`src/hw/rtl/trsam_pkg.sv`:
```
// Shared types, widths and index constants of the TRS to affine matrix pipeline.
// No dependencies; the RTL and checker files refer to it by scoped names.
package trsam_pkg;

    // Field widths of the stream items.
    localparam int unsigned COMP_W  = 16;
    localparam int unsigned POS_W   = 32;
    localparam int unsigned PROD_W  = 32;
    localparam int unsigned ROT_W   = 34;
    localparam int unsigned MUL_W   = 50;
    localparam int unsigned OUT_W   = 24;
    localparam int unsigned RND_SH  = 20;
    localparam int unsigned IN_DW   = 208;
    localparam int unsigned OUT_DW  = 312;

    localparam int unsigned QUAT_N  = 4;
    localparam int unsigned AXIS_N  = 3;
    localparam int unsigned PROD_N  = 9;
    localparam int unsigned MAT_N   = 9;

    // Quaternion component indexes.
    localparam int unsigned Q_W = 0;
    localparam int unsigned Q_X = 1;
    localparam int unsigned Q_Y = 2;
    localparam int unsigned Q_Z = 3;

    // Product indexes.
    localparam int unsigned P_XX = 0;
    localparam int unsigned P_YY = 1;
    localparam int unsigned P_ZZ = 2;
    localparam int unsigned P_XY = 3;
    localparam int unsigned P_XZ = 4;
    localparam int unsigned P_YZ = 5;
    localparam int unsigned P_WX = 6;
    localparam int unsigned P_WY = 7;
    localparam int unsigned P_WZ = 8;

    typedef logic signed [COMP_W-1:0] comp_t;
    typedef logic signed [POS_W-1:0]  pos_t;
    typedef logic signed [PROD_W-1:0] prod_t;
    typedef logic signed [ROT_W-1:0]  rot_t;
    typedef logic signed [MUL_W-1:0]  mul_t;
    typedef logic signed [OUT_W-1:0]  ent_t;

    // 1.0 in the Q.28 rotation format.
    localparam rot_t ROT_ONE = rot_t'(1) <<< 28;
    // Half an output LSB in the Q.36 product format.
    localparam mul_t RND_HALF = mul_t'(1) <<< (RND_SH - 1);
    localparam ent_t ENT_MAX = {1'b0, {(OUT_W-1){1'b1}}};
    localparam ent_t ENT_MIN = {1'b1, {(OUT_W-1){1'b0}}};

endpackage

```
`src/hw/rtl/trsam_rot.sv`:
```
// Second pipeline stage: the nine rotation matrix entries in Q.28.
// Depends on trsam_pkg.
module trsam_rot (
    input  logic              clk,
    input  logic              rst_n,
    input  logic              in_valid,
    output logic              in_ready,
    input  trsam_pkg::prod_t  prod      [trsam_pkg::PROD_N],
    input  trsam_pkg::comp_t  scale_in  [trsam_pkg::AXIS_N],
    input  trsam_pkg::pos_t   pos_in    [trsam_pkg::AXIS_N],
    output logic              out_valid,
    input  logic              out_ready,
    output trsam_pkg::rot_t   rot       [trsam_pkg::MAT_N],
    output trsam_pkg::comp_t  scale_out [trsam_pkg::AXIS_N],
    output trsam_pkg::pos_t   pos_out   [trsam_pkg::AXIS_N]
);

    logic             valid_reg;
    logic             load;
    trsam_pkg::rot_t  p          [trsam_pkg::PROD_N];
    trsam_pkg::rot_t  rot_next   [trsam_pkg::MAT_N];
    trsam_pkg::rot_t  rot_reg    [trsam_pkg::MAT_N];
    trsam_pkg::comp_t scale_reg  [trsam_pkg::AXIS_N];
    trsam_pkg::pos_t  pos_reg    [trsam_pkg::AXIS_N];

    assign in_ready = !valid_reg || out_ready;
    assign load     = in_ready && in_valid;

    // Products sign-extended to the entry width, so no sum can overflow.
    always_comb
    begin
        for (int i = 0; i < trsam_pkg::PROD_N; i++)
        begin
            p[i] = trsam_pkg::rot_t'(prod[i]);
        end
    end

    // Standard unit-quaternion rotation matrix, row-major.
    always_comb
    begin
        rot_next[0] = trsam_pkg::ROT_ONE
                      - ((p[trsam_pkg::P_YY] + p[trsam_pkg::P_ZZ]) <<< 1);
        rot_next[1] = (p[trsam_pkg::P_XY] - p[trsam_pkg::P_WZ]) <<< 1;
        rot_next[2] = (p[trsam_pkg::P_XZ] + p[trsam_pkg::P_WY]) <<< 1;
        rot_next[3] = (p[trsam_pkg::P_XY] + p[trsam_pkg::P_WZ]) <<< 1;
        rot_next[4] = trsam_pkg::ROT_ONE
                      - ((p[trsam_pkg::P_XX] + p[trsam_pkg::P_ZZ]) <<< 1);
        rot_next[5] = (p[trsam_pkg::P_YZ] - p[trsam_pkg::P_WX]) <<< 1;
        rot_next[6] = (p[trsam_pkg::P_XZ] - p[trsam_pkg::P_WY]) <<< 1;
        rot_next[7] = (p[trsam_pkg::P_YZ] + p[trsam_pkg::P_WX]) <<< 1;
        rot_next[8] = trsam_pkg::ROT_ONE
                      - ((p[trsam_pkg::P_XX] + p[trsam_pkg::P_YY]) <<< 1);
    end

    // Valid bit of the stage.
    always_ff @(posedge clk or negedge rst_n)
    begin
        if (!rst_n)
        begin
            valid_reg <= 1'b0;
        end
        else if (in_ready)
        begin
            valid_reg <= in_valid;
        end
    end

    // Payload of the stage.
    always_ff @(posedge clk)
    begin
        if (load)
        begin
            rot_reg   <= rot_next;
            scale_reg <= scale_in;
            pos_reg   <= pos_in;
        end
    end

    assign out_valid = valid_reg;
    assign rot       = rot_reg;
    assign scale_out = scale_reg;
    assign pos_out   = pos_reg;

endmodule

```
`config.mk`:
```
export PLATFORM = sky130hd
export DESIGN_NAME = trsam_rot
export DESIGN_NICKNAME = d
export VERILOG_FILES = /design/src/hw/rtl/trsam_pkg.sv /design/src/hw/rtl/trsam_rot.sv
export SDC_FILE = /design/constraint.sdc
export NUM_CORES = 1
export LEC_CHECK = 0
export BUFFER_PORTS_ARGS = -buffer_cell sky130_fd_sc_hd__buf_2
export CAP_MARGIN = 5
export CORE_AREA = 5 5 344 346
export DETAILED_ROUTE_END_ITERATION = 12
export DIE_AREA = 0 0 349 351
export HOLD_SLACK_MARGIN = 0.05
export SKIP_CTS_REPAIR_TIMING = 1
export SLEW_MARGIN = 20
export SYNTH_ARGS = -nofsm -noshare
export SYNTH_HDL_FRONTEND = slang
export SYNTH_SLANG_ARGS = --single-unit
```
`constraint.sdc`:
```
create_clock -name clk -period 12.7 [get_ports clk]
set_input_delay 1.905 -clock clk [delete_from_list [all_inputs] [get_ports clk]]
set_output_delay 1.905 -clock clk [all_outputs]
set_load 0.01 [all_outputs]
```
==> results, run 1 <==
- The flow ran to the end, and the final reports show no timing, DRC or antenna violations.
- In the final layout, the share of cells above drive strength 1 is 0.266.
- The logic depth of the worst register-to-register path is 4.
- The worst reg-to-reg setup slack is around 9.6 ns.
- The clock arrives with 0.0294 ns of skew.
- The combinational share of power is 0.280.
- For this run, the register share of the synthesized area comes to 0.438.
- The distinct cell type count after synthesis is 97.
- The worst pin sits at a relative slew slack of 0.309.
- The floorplan has 125 rows.
- The flip-flop count of the largest register, all copies and words added is ~290.
- The most repeated cell in the gate-level netlist after synthesis is sky130_fd_sc_hd__edfxtp_1.
- At the placement stage, the worst setup path has a slack of 6.31 ns.
- The startpoint of the most critical setup path is prod[64].
- By count the netlist is led by sky130_fd_sc_hd__edfxtp_1, sky130_fd_sc_hd__ha_1, sky130_fd_sc_hd__a21oi_1.
- The start-to-end type of the worst setup path is primary input to flip-flop.
- The capture point of the worst reg-to-reg path is rot[270].
- By area, the combinational part of the netlist is dominated by compound AO/OA/AOI/OAI gates.
- The die covers 122000 um2.
- The power density normalized to cell area is 128 nW/um2.
- Of the total synthesized cell area, the portion taken by AND, OR, NAND and NOR gates is 0.125.
- For the finished layout, the period the worst path requires is roughly 5.8 ns.
- The element type at the critical path end is a flip-flop.
- The remaining design rule violation count is 0.
- The count of synthesis-stage warnings from yosys is 0.
- The fraction of power spent switching nets is 0.327.
- The count of pins over their slew limit is 0.
- The slew at the pin closest to its max-slew limit is 1.04 ns.
- In the post-route analysis, the smallest setup slack over all paths is 6.95 ns.
- The synthesis-to-layout area growth is 26.3%.
- The post-route clock period utilization is 0.453.
- The portion of synthesized area spent on multiplexers is 0.00441.
- Of the total synthesized cell area, the portion taken by full adders, half adders and majority gates is 0.127.
- For this design, the sink count on the clock tree is 439.
- The total area of multi-input combinational cells is between 15000 and 20000 um2.
- The maximum number of pins on one net before global-route repair is 156.
- sky130_fd_sc_hd__edfxtp_1 takes more of the synthesized area than any other cell.
- The data arrival time at the worst-slack endpoint is 6.15 ns.
- The die span in x is approximately 350 um.
- During I/O placement, the number of pins put on the boundary was about 900.
- The number of nets in the finished design is between 4000 and 5000.
- The clock transition at the register clock pins on the worst setup and hold paths after CTS is 0.06 ns.
- The count of fill cells added during filler insertion is 11900.
- The via count of the first global-routing pass is 25300.
- The first-iteration detailed-routing DRC count is approximately 1800.
- Yosys attributes the largest share of cell area to sky130_fd_sc_hd__edfxtp_1, sky130_fd_sc_hd__ha_1, sky130_fd_sc_hd__xnor2_1, sky130_fd_sc_hd__a21oi_1, sky130_fd_sc_hd__inv_1.
- The number of antenna violations at the first check in global routing came to 65.
- Timing would allow up to 0.174 GHz.
- The static power due to leakage is 0.0162 uW.
- The power dissipated by switching net loads is between 1500 and 2000 uW.
- The maximum ir drop on the vdd rail is 0.0974 mV.
- The placer's final routability congestion estimate is 0.949.
- The internal power summed over all cells is 3260 uW.
- The synthesized-area fraction occupied by xor and xnor cells is 0.0877.
- In this run the clock root is driven by a sky130_fd_sc_hd__clkbuf_16.
- The share of async-settable or async-resettable flops after synthesis is 0.00228.
- Each instance of the synthesized netlist takes up on average 10.2 um2.
- The final layout contains routed wiring with a total length of about 120 mm.
- The end of the worst hold path is out_valid.
- For this run, the total global-route usage over all layers was measured as 0.178.
- The wire length of the first global-routing pass is between 150 and 200 mm.
- The worst reg2reg path startpoint is out_valid.
- The number of synthesized register bits is 439.
- The number of vias after detailed routing is approximately 26000.
- The number of buffers inserted during clock tree synthesis is 57.
- The worst-case clock buffer depth is 3.
- The classification of the worst-slack hold path is flip-flop to flip-flop.
- Synthesis handed over a netlist of 2940 instances.
- The launch instance of the worst min-delay path is out_valid.
- Adding up every negative setup slack in the final design gives 0 ns.
- Summed over all layers, the global routing overflow is 0.
- The area fraction in compound gates after synthesis is 0.171.
- The number of setup violations in the final report is 0.
- The die height is 351 um.
- The share of total power dissipated in sequential elements is 0.380.
- The worst hold path was traced through 2 stages.
- TritonCTS built the clock tree.
- For this configuration, the core starts out at a cell density of 0.261.
- The data required time of the worst path is 13.10 ns.
- The clock latency of the later-clocked register in the worst-skew pair is 0.65 ns.
- In the final layout, flip-flops and latches occupy ~13000 um2.
- The portion of synthesized cell area occupied by the leading cell type is 0.438.
- STA classifies the critical path startpoint as a primary input.
- The worst hold margin is around 0.62 ns.
- In this run, synthesis inferred 438 flip-flops with an integrated enable.
- The part of the power in the clock network is 0.340.
- The number of iterations in the first detailed-routing pass is 6.
- The residual antenna-violating net count after detailed routing is 0.
- The total standard cell area after synthesis is 30100 um2.
- The floorplan step defined a core boundary enclosing 115000 um2.
- The total half-perimeter wirelength after legalization and detailed placement is 96.8 mm.
- The final hold violation count is 0.
- The ratio of routed vias to standard cells is roughly 4.9.
- The max-cap check violation count is 0.
- The clock tree synthesis step divided the H-tree into 2 levels.
- The most used flip-flop cell after synthesis is sky130_fd_sc_hd__edfxtp_1.
- Of all nets on the critical path, the largest fanout is 4.
- Setup repair after global routing left no endpoint under its margin.
- The count of buffers added on input and output ports is approximately 880.
- The average wire per cell in the routed design is 21.6 um.
[area by class of cell]
type                    count  area share
clock buffers              65      0.0389
diodes                     24     0.00158
repair buffers            883       0.117
clock inverters            39      0.0105
flip-flops and latches    439       0.347
multi-input cells        2162       0.410
well taps                1524      0.0502
inverters                 247      0.0244
[routing by layer]
layer / share of wire / track usage / routed length, um
met1: 0.36 / 0.188 / 41700
met2: 0.50 / 0.330 / 58600
met3: 0.093 / 0.0583 / 10900
met4: 0.042 / 0.0630 / 4930
met5: 0.0025 / 0 / 287
[layout by cell type (no fill, tap or decap), types with 81 or more instances in the layout]
cell type,netlist,layout
sky130_fd_sc_hd__buf_2,7,878
sky130_fd_sc_hd__edfxtp_1,438,438
sky130_fd_sc_hd__ha_1,291,291
sky130_fd_sc_hd__a21oi_1,247,247
sky130_fd_sc_hd__inv_1,244,244
sky130_fd_sc_hd__nor2_1,243,243
sky130_fd_sc_hd__xnor2_1,210,210
sky130_fd_sc_hd__nand2_1,134,134
sky130_fd_sc_hd__o21ai_0,128,128
sky130_fd_sc_hd__xor2_1,91,91
sky130_fd_sc_hd__a21o_1,81,81
[worst max-delay path, stage by stage]
cell	delay [ns]
sky130_fd_sc_hd__buf_2	0.11
sky130_fd_sc_hd__ha_1	0.31
sky130_fd_sc_hd__inv_1	0.11
sky130_fd_sc_hd__fa_1	0.22
sky130_fd_sc_hd__o21bai_1	0.07
sky130_fd_sc_hd__a21oi_1	0.26
sky130_fd_sc_hd__o21ai_0	0.17
sky130_fd_sc_hd__a311oi_1	0.41
sky130_fd_sc_hd__o21ai_0	0.24
sky130_fd_sc_hd__a2111oi_0	0.84
sky130_fd_sc_hd__nor3_1	0.17
sky130_fd_sc_hd__o41ai_1	0.74
sky130_fd_sc_hd__o221ai_1	0.26
sky130_fd_sc_hd__a21oi_1	0.22
sky130_fd_sc_hd__xnor2_1	0.09
[stage by stage]
stage / instance area, um2 / cells / util / total power, uW
after floorplan: 30100 / 2948 / - / 2730
after global placement: 36000 / 5255 / 0.313 / 3220
after detailed placement: 36000 / 5255 / 0.313 / 3230
after CTS: 37900 / 5359 / 0.329 / 4930
after global routing: 37900 / 5364 / 0.329 / 5110
final: 38000 / 5383 / 0.330 / 4850
[power groups by stage]
stage	clock [uW]	combinational, uW	sequential (uW)
floorplan	0	772	1960
global placement	0	1350	1870
detailed placement	0	1360	1870
CTS	1720	1370	1840
global route	1770	1480	1850
finish	1650	1360	1840
[worst max path at each step]
stage / slack (ns) / to
after detailed placement: 6.31 / rot[65]
after CTS: 7.00 / rot[203]
final: 6.95 / rot[65]
after floorplan: 4.78 / pos_out[0]
after global placement: 6.33 / rot[65]
after global routing: 6.71 / rot[65]
[kinds of logic after synthesis]
logic type,Yosys count
other,1
flip-flops,439
adder cells (fa/ha/maj),300
AND/OR/NAND/NOR,755
XOR/XNOR,301
buffers and inverters,347
multiplexers,13
AO/OA/AOI/OAI,784
No activity file was read; power rests on OpenSTA's default activity.
==> run 2: changes to the inputs <==
Settings changed: ABC_AREA set to 1, CORE_AREA 5 5 344 346 to 5 5 341 343, DIE_AREA 0 0 349 351 to 0 0 346 348.
Clock period 12.7 ns to 5.5 ns, I/O delays scaled along.
==> run 2 against run 1 <==
  * Global-route usage grew 6.3 points
  * Routed wire length grew 32%
  * Sequential power is 130% higher
  * Worst setup slack got worse by 4.5 ns
  * First-iteration DRC count increased by 63%
  * Largest power group unchanged
  * Synthesized area increased by 18%
  * Register-to-register slack got worse by 6.2 ns
==> results, run 2 <==
- Leading post-synthesis cells by cell area: sky130_fd_sc_hd__edfxtp_1, sky130_fd_sc_hd__nand2_1, sky130_fd_sc_hd__ha_1, sky130_fd_sc_hd__inv_1, sky130_fd_sc_hd__xor2_1 (was sky130_fd_sc_hd__edfxtp_1, sky130_fd_sc_hd__ha_1, sky130_fd_sc_hd__xnor2_1, sky130_fd_sc_hd__a21oi_1, sky130_fd_sc_hd__inv_1).
- The data arrival time at the worst-slack endpoint is 3.49 ns (was 6.15 ns).
- The number of synthesized register bits was 439 (unchanged).
- The fraction of power spent switching nets is 0.368 (was 0.327).
- The master of the slowest instance on the critical path is sky130_fd_sc_hd__fa_1 (was sky130_fd_sc_hd__a2111oi_0).
- The H-tree depth was 2 (unchanged).
- The total standard cell area after synthesis is 35400 um2 (was 30100 um2).
- The endpoint of the worst setup timing path is rot[164] (was rot[65]).
- The residual antenna-violating net count after detailed routing is 0 (unchanged).
- The portion of synthesized cell area occupied by the leading cell type was 0.371 (was 0.438).
- The highest cell delay on the worst timing path is 0.40 ns (was 0.84 ns).
- The minimum period implied by the final worst setup slack is 3.10 ns.
- The worst slew slack as a fraction of its limit is 0.446 (was 0.309).
- The slew at the pin closest to its max-slew limit is 0.831 ns (was 1.04 ns).
- The count of synthesis-stage warnings from yosys is 0 (unchanged).
- The placer's final routability congestion estimate came to 0.990 (was 0.949).
- For this run, the top clock speed supported by timing is 0.322 GHz.
- Unrepaired setup endpoints after global routing: no (unchanged).
- The count of pins over their slew limit is 0 (unchanged).
- The final hold violation count is 0 (unchanged).
- The logic depth of the worst register-to-register path is 3 (was 4).
- The worst-case setup slack after placement is 1.75 ns (was 6.31 ns).
- The kind of start point of the critical path is a primary input (unchanged).
- The number of setup violations in the final report is 0 (unchanged).
- The element type at the critical path end is a flip-flop (unchanged).
- The die span in x came to 346 um (was 349 um).
- The cell type contributing the most total cell area after synthesis is sky130_fd_sc_hd__edfxtp_1 (unchanged).
- The post-route cell area is 43200 um2 (was 38000 um2).
- The total half-perimeter wirelength after legalization and detailed placement came to 132 mm (was 96.8 mm).
- The remaining design rule violation count is 0 (unchanged).
- The data required time of the worst path is 5.89 ns (was 13.10 ns).
- The starting utilization of the core area was 0.313 (was 0.261).
- The root cell of the clock tree is sky130_fd_sc_hd__clkbuf_16 (unchanged).
- The average cell area after synthesis is 7.51 um2 (was 10.2 um2).
- The number of buffers inserted during clock tree synthesis was 56 (was 57).
- The area enclosed by the die boundary is 120000 um2 (was 122000 um2).
- The portion of the post-synthesis area used by sequential elements is 0.372 (was 0.438).
- The overall global routing resource usage is 0.241 (was 0.178).
- The power density normalized to cell area is 268 nW/um2 (was 128 nW/um2).
- The ratio of routed vias to standard cells was 4.84 (was 4.85).
- The clock net sink count is 439 (unchanged).
- The die height came to 348 um (was 351 um).
- Leading cell types in the layout, fill and taps excluded: sky130_fd_sc_hd__nand2_1, sky130_fd_sc_hd__buf_2, sky130_fd_sc_hd__inv_1 (was sky130_fd_sc_hd__buf_2, sky130_fd_sc_hd__edfxtp_1, sky130_fd_sc_hd__ha_1).
- The highest fanout seen on the critical path came to 4 (unchanged).
- The synthesized instance count is 4716 (was 2940).
- The cell that appears most often on the critical path is sky130_fd_sc_hd__nand2_1.
- The worst reg2reg path startpoint is out_valid (unchanged).
- The via count of the first global-routing pass was 33100 (was 25300).
- The most used flip-flop cell after synthesis is sky130_fd_sc_hd__edfxtp_1 (unchanged).
- The final worst clock skew came to 0.0197 ns (was 0.0294 ns).
- The number of antenna violations at the first check in global routing came to 42 (was 65).
- The combinational share of power was 0.324 (was 0.280).
- The power dissipated by switching net loads was 4260 uW (was 1580 uW).
- The setup TNS is 0 ns (unchanged).
- Chain of cells forming the critical path: buf_2 > ha_1 > inv_1 > fa_1 > inv_1 > nand2_2 > nand2_1 > nand3_2 > nand2_2 > nand2_1 > nand4_1 > nand2_1 > inv_1 > nand2_1 > nor3_1 > nand3_1 > xor2_1 (was buf_2 > ha_1 > inv_1 > fa_1 > o21bai_1 > a21oi_1 > o21ai_0 > a311oi_1 > o21ai_0 > a2111oi_0 > nor3_1 > o41ai_1 > o221ai_1 > a21oi_1 > xnor2_1).
- Most frequent cells after synthesis: sky130_fd_sc_hd__nand2_1, sky130_fd_sc_hd__inv_1, sky130_fd_sc_hd__nor2_1 (was sky130_fd_sc_hd__edfxtp_1, sky130_fd_sc_hd__ha_1, sky130_fd_sc_hd__a21oi_1).
- The capture point of the worst reg-to-reg path is rot[24] (was rot[270]).
- The most repeated cell in the gate-level netlist after synthesis is sky130_fd_sc_hd__nand2_1 (was sky130_fd_sc_hd__edfxtp_1).
- The maximum ir drop on the vdd rail came to 0.249 mV (was 0.0974 mV).
- The commonest non-fill, non-tap cell in the layout is sky130_fd_sc_hd__nand2_1 (was sky130_fd_sc_hd__buf_2).
- The static power due to leakage was 0.0216 uW (was 0.0162 uW).
- The count of fill cells added during filler insertion is 12000 (was 11900).
- The first-iteration detailed-routing DRC count came to 2888 (was 1777).
- The number of nets in the finished design is 6310 (was 4526).
- The internal power summed over all cells is 7330 uW (was 3260 uW).
- The classification of the worst-slack hold path was primary input to flip-flop (was flip-flop to flip-flop).
- The post-route clock period utilization is 0.564.
- The number of vias after detailed routing came to 34600 (was 26100).
- The worst-case clock buffer depth came to 3 (unchanged).
- The ratio of cells with drive above 1 in the final layout is 0.192 (was 0.266).
- The synthesis-to-layout area growth came to 22.0% (was 26.3%).
- The final critical-path setup slack is 2.40 ns (was 6.95 ns).
- The remaining global-route overflow was 0 (unchanged).
- Outcome: completed (unchanged).
- The final wirelength was 153 mm (was 116 mm).
- The clock transition at the register clock pins on the worst setup and hold paths after CTS is 0.07 ns (was 0.06 ns).
- The share of total power in sequential cells is 0.368 (was 0.380).
- The clock latency of the later-clocked register in the worst-skew pair is 0.66 ns (was 0.65 ns).
- The cell row count is 124 (was 125).
- The distinct cell type count after synthesis is 46 (was 97).
- The flip-flop count of the largest register, all copies and words added is 294 (unchanged).
- The max-cap check violation count is 0 (unchanged).
- The maximum number of pins on one net before global-route repair is 128 (was 156).
- The share of async-settable or async-resettable flops after synthesis is 0.00228 (unchanged).
- The final core area utilization came to 0.381 (was 0.330).
- The overall power consumption is 11600 uW (was 4850 uW).
- The average wire per cell in the routed design came to 21.5 um (was 21.6 um).
- The wire length of the first global-routing pass came to 217 mm (was 164 mm).
- The clock tree from TritonCTS is yes (unchanged).
- The boundary pin count came to 888 (unchanged).
- The startpoint of the most critical setup path was prod[192] (was prod[64]).
- The count of flip-flops with a built-in enable after synthesis is 438 (unchanged).
- The start-to-end type of the worst setup path is primary input to flip-flop (unchanged).
- The placed standard-cell area is 41400 um2 (was 36000 um2).
- The count of buffers inserted at the top-level ports was 878 (unchanged).
- The number of iterations in the first detailed-routing pass was 7 (was 6).
- The area of the core is 113000 um2 (was 115000 um2).
- The part of the power in the clock network is 0.308 (was 0.340).
- The worst reg-to-reg setup slack came to 3.38 ns (was 9.57 ns).
-- run 2: cell count changes after synthesis, moves of 34 or more --
| cell | previous run | this run |
|---|---|---|
| sky130_fd_sc_hd__nand2_2 | 0 | 35 |
| sky130_fd_sc_hd__inv_1 | 244 | 855 |
| sky130_fd_sc_hd__nor2_1 | 243 | 457 |
| sky130_fd_sc_hd__nand3_1 | 58 | 224 |
| sky130_fd_sc_hd__nand2_1 | 134 | 1266 |
| sky130_fd_sc_hd__nand4_1 | 22 | 56 |
| sky130_fd_sc_hd__nand2b_1 | 39 | 0 |
| sky130_fd_sc_hd__xnor2_1 | 210 | 37 |
| sky130_fd_sc_hd__a21o_1 | 81 | 11 |
| sky130_fd_sc_hd__xor2_1 | 91 | 217 |
-- run 2: routing by layer --
layer	track usage	vias to the layer above	share of wire
met1	0.310	16000	0.42
met4	0.0855	14	0.040
met2	0.392	1462	0.45
met5	0	-	0.00066
li1	-	16800	-
met3	0.0635	251	0.091
-- run 2: power by group through the flow --
| stage | combinational (uW) | sequential (uW) | clock (uW) |
|---|---|---|---|
| after floorplan | 2040 | 4500 | 0 |
| final | 3750 | 4270 | 3570 |
| after detailed placement | 3710 | 4340 | 0 |
| after global placement | 3720 | 4330 | 0 |
| after CTS | 3730 | 4270 | 3690 |
| after global routing | 4090 | 4300 | 3820 |
-- run 2: kinds of logic (layout without fill, tap and decap cells) --
family	Yosys count	count (layout)	synth area share
fa+ha+maj	300	300	0.108
simple gates	2177	2177	0.258
flops	439	439	0.372
buf+inv	965	1855	0.104
compound gates	580	580	0.0947
other cells	1	25	0.000106
xor+xnor	254	254	0.0628
-- run 2: worst min-delay path by stage --
stage | start | endpoint | slack, ns | cells past startpoint
after floorplan | rst_n | out_valid | 0.53 | 0
after global placement | out_valid | out_valid | 0.56 | 2
after detailed placement | out_valid | out_valid | 0.57 | 2
after CTS | rst_n | out_valid | -0.13 | 1
after global routing | pos_in[95] | pos_out[95] | 0.30 | 1
final | pos_in[32] | pos_out[32] | 0.34 | 1
-- run 2: layout make-up --
class | instances | area [um2] | area share
inverter | 871 | 3280 | 0.0759
timing repair buffer | 886 | 4510 | 0.104
multi-input combinational | 3320 | 18600 | 0.430
antenna | 16 | 40.0 | 0.000927
clock inverter | 33 | 295 | 0.00684
clock buffer | 65 | 1440 | 0.0332
sequential | 439 | 13200 | 0.305
tap | 1512 | 1890 | 0.0438
-- run 2: per-stage QoR --
stage                     cells  hold slack (ns)
after detailed placement   7027            0.568
after global routing       7130            0.297
after floorplan            4724            0.529
after global placement     7027            0.564
after CTS                  7125           -0.134
final                      7142            0.342
-- run 2: worst max-delay path, delay by kind of cell --
kind | cells | cell delay (ns)
xor+xnor | 1 | 0.16
buf+inv | 4 | 0.44
fa+ha+maj | 2 | 0.76
simple gates | 10 | 1.29
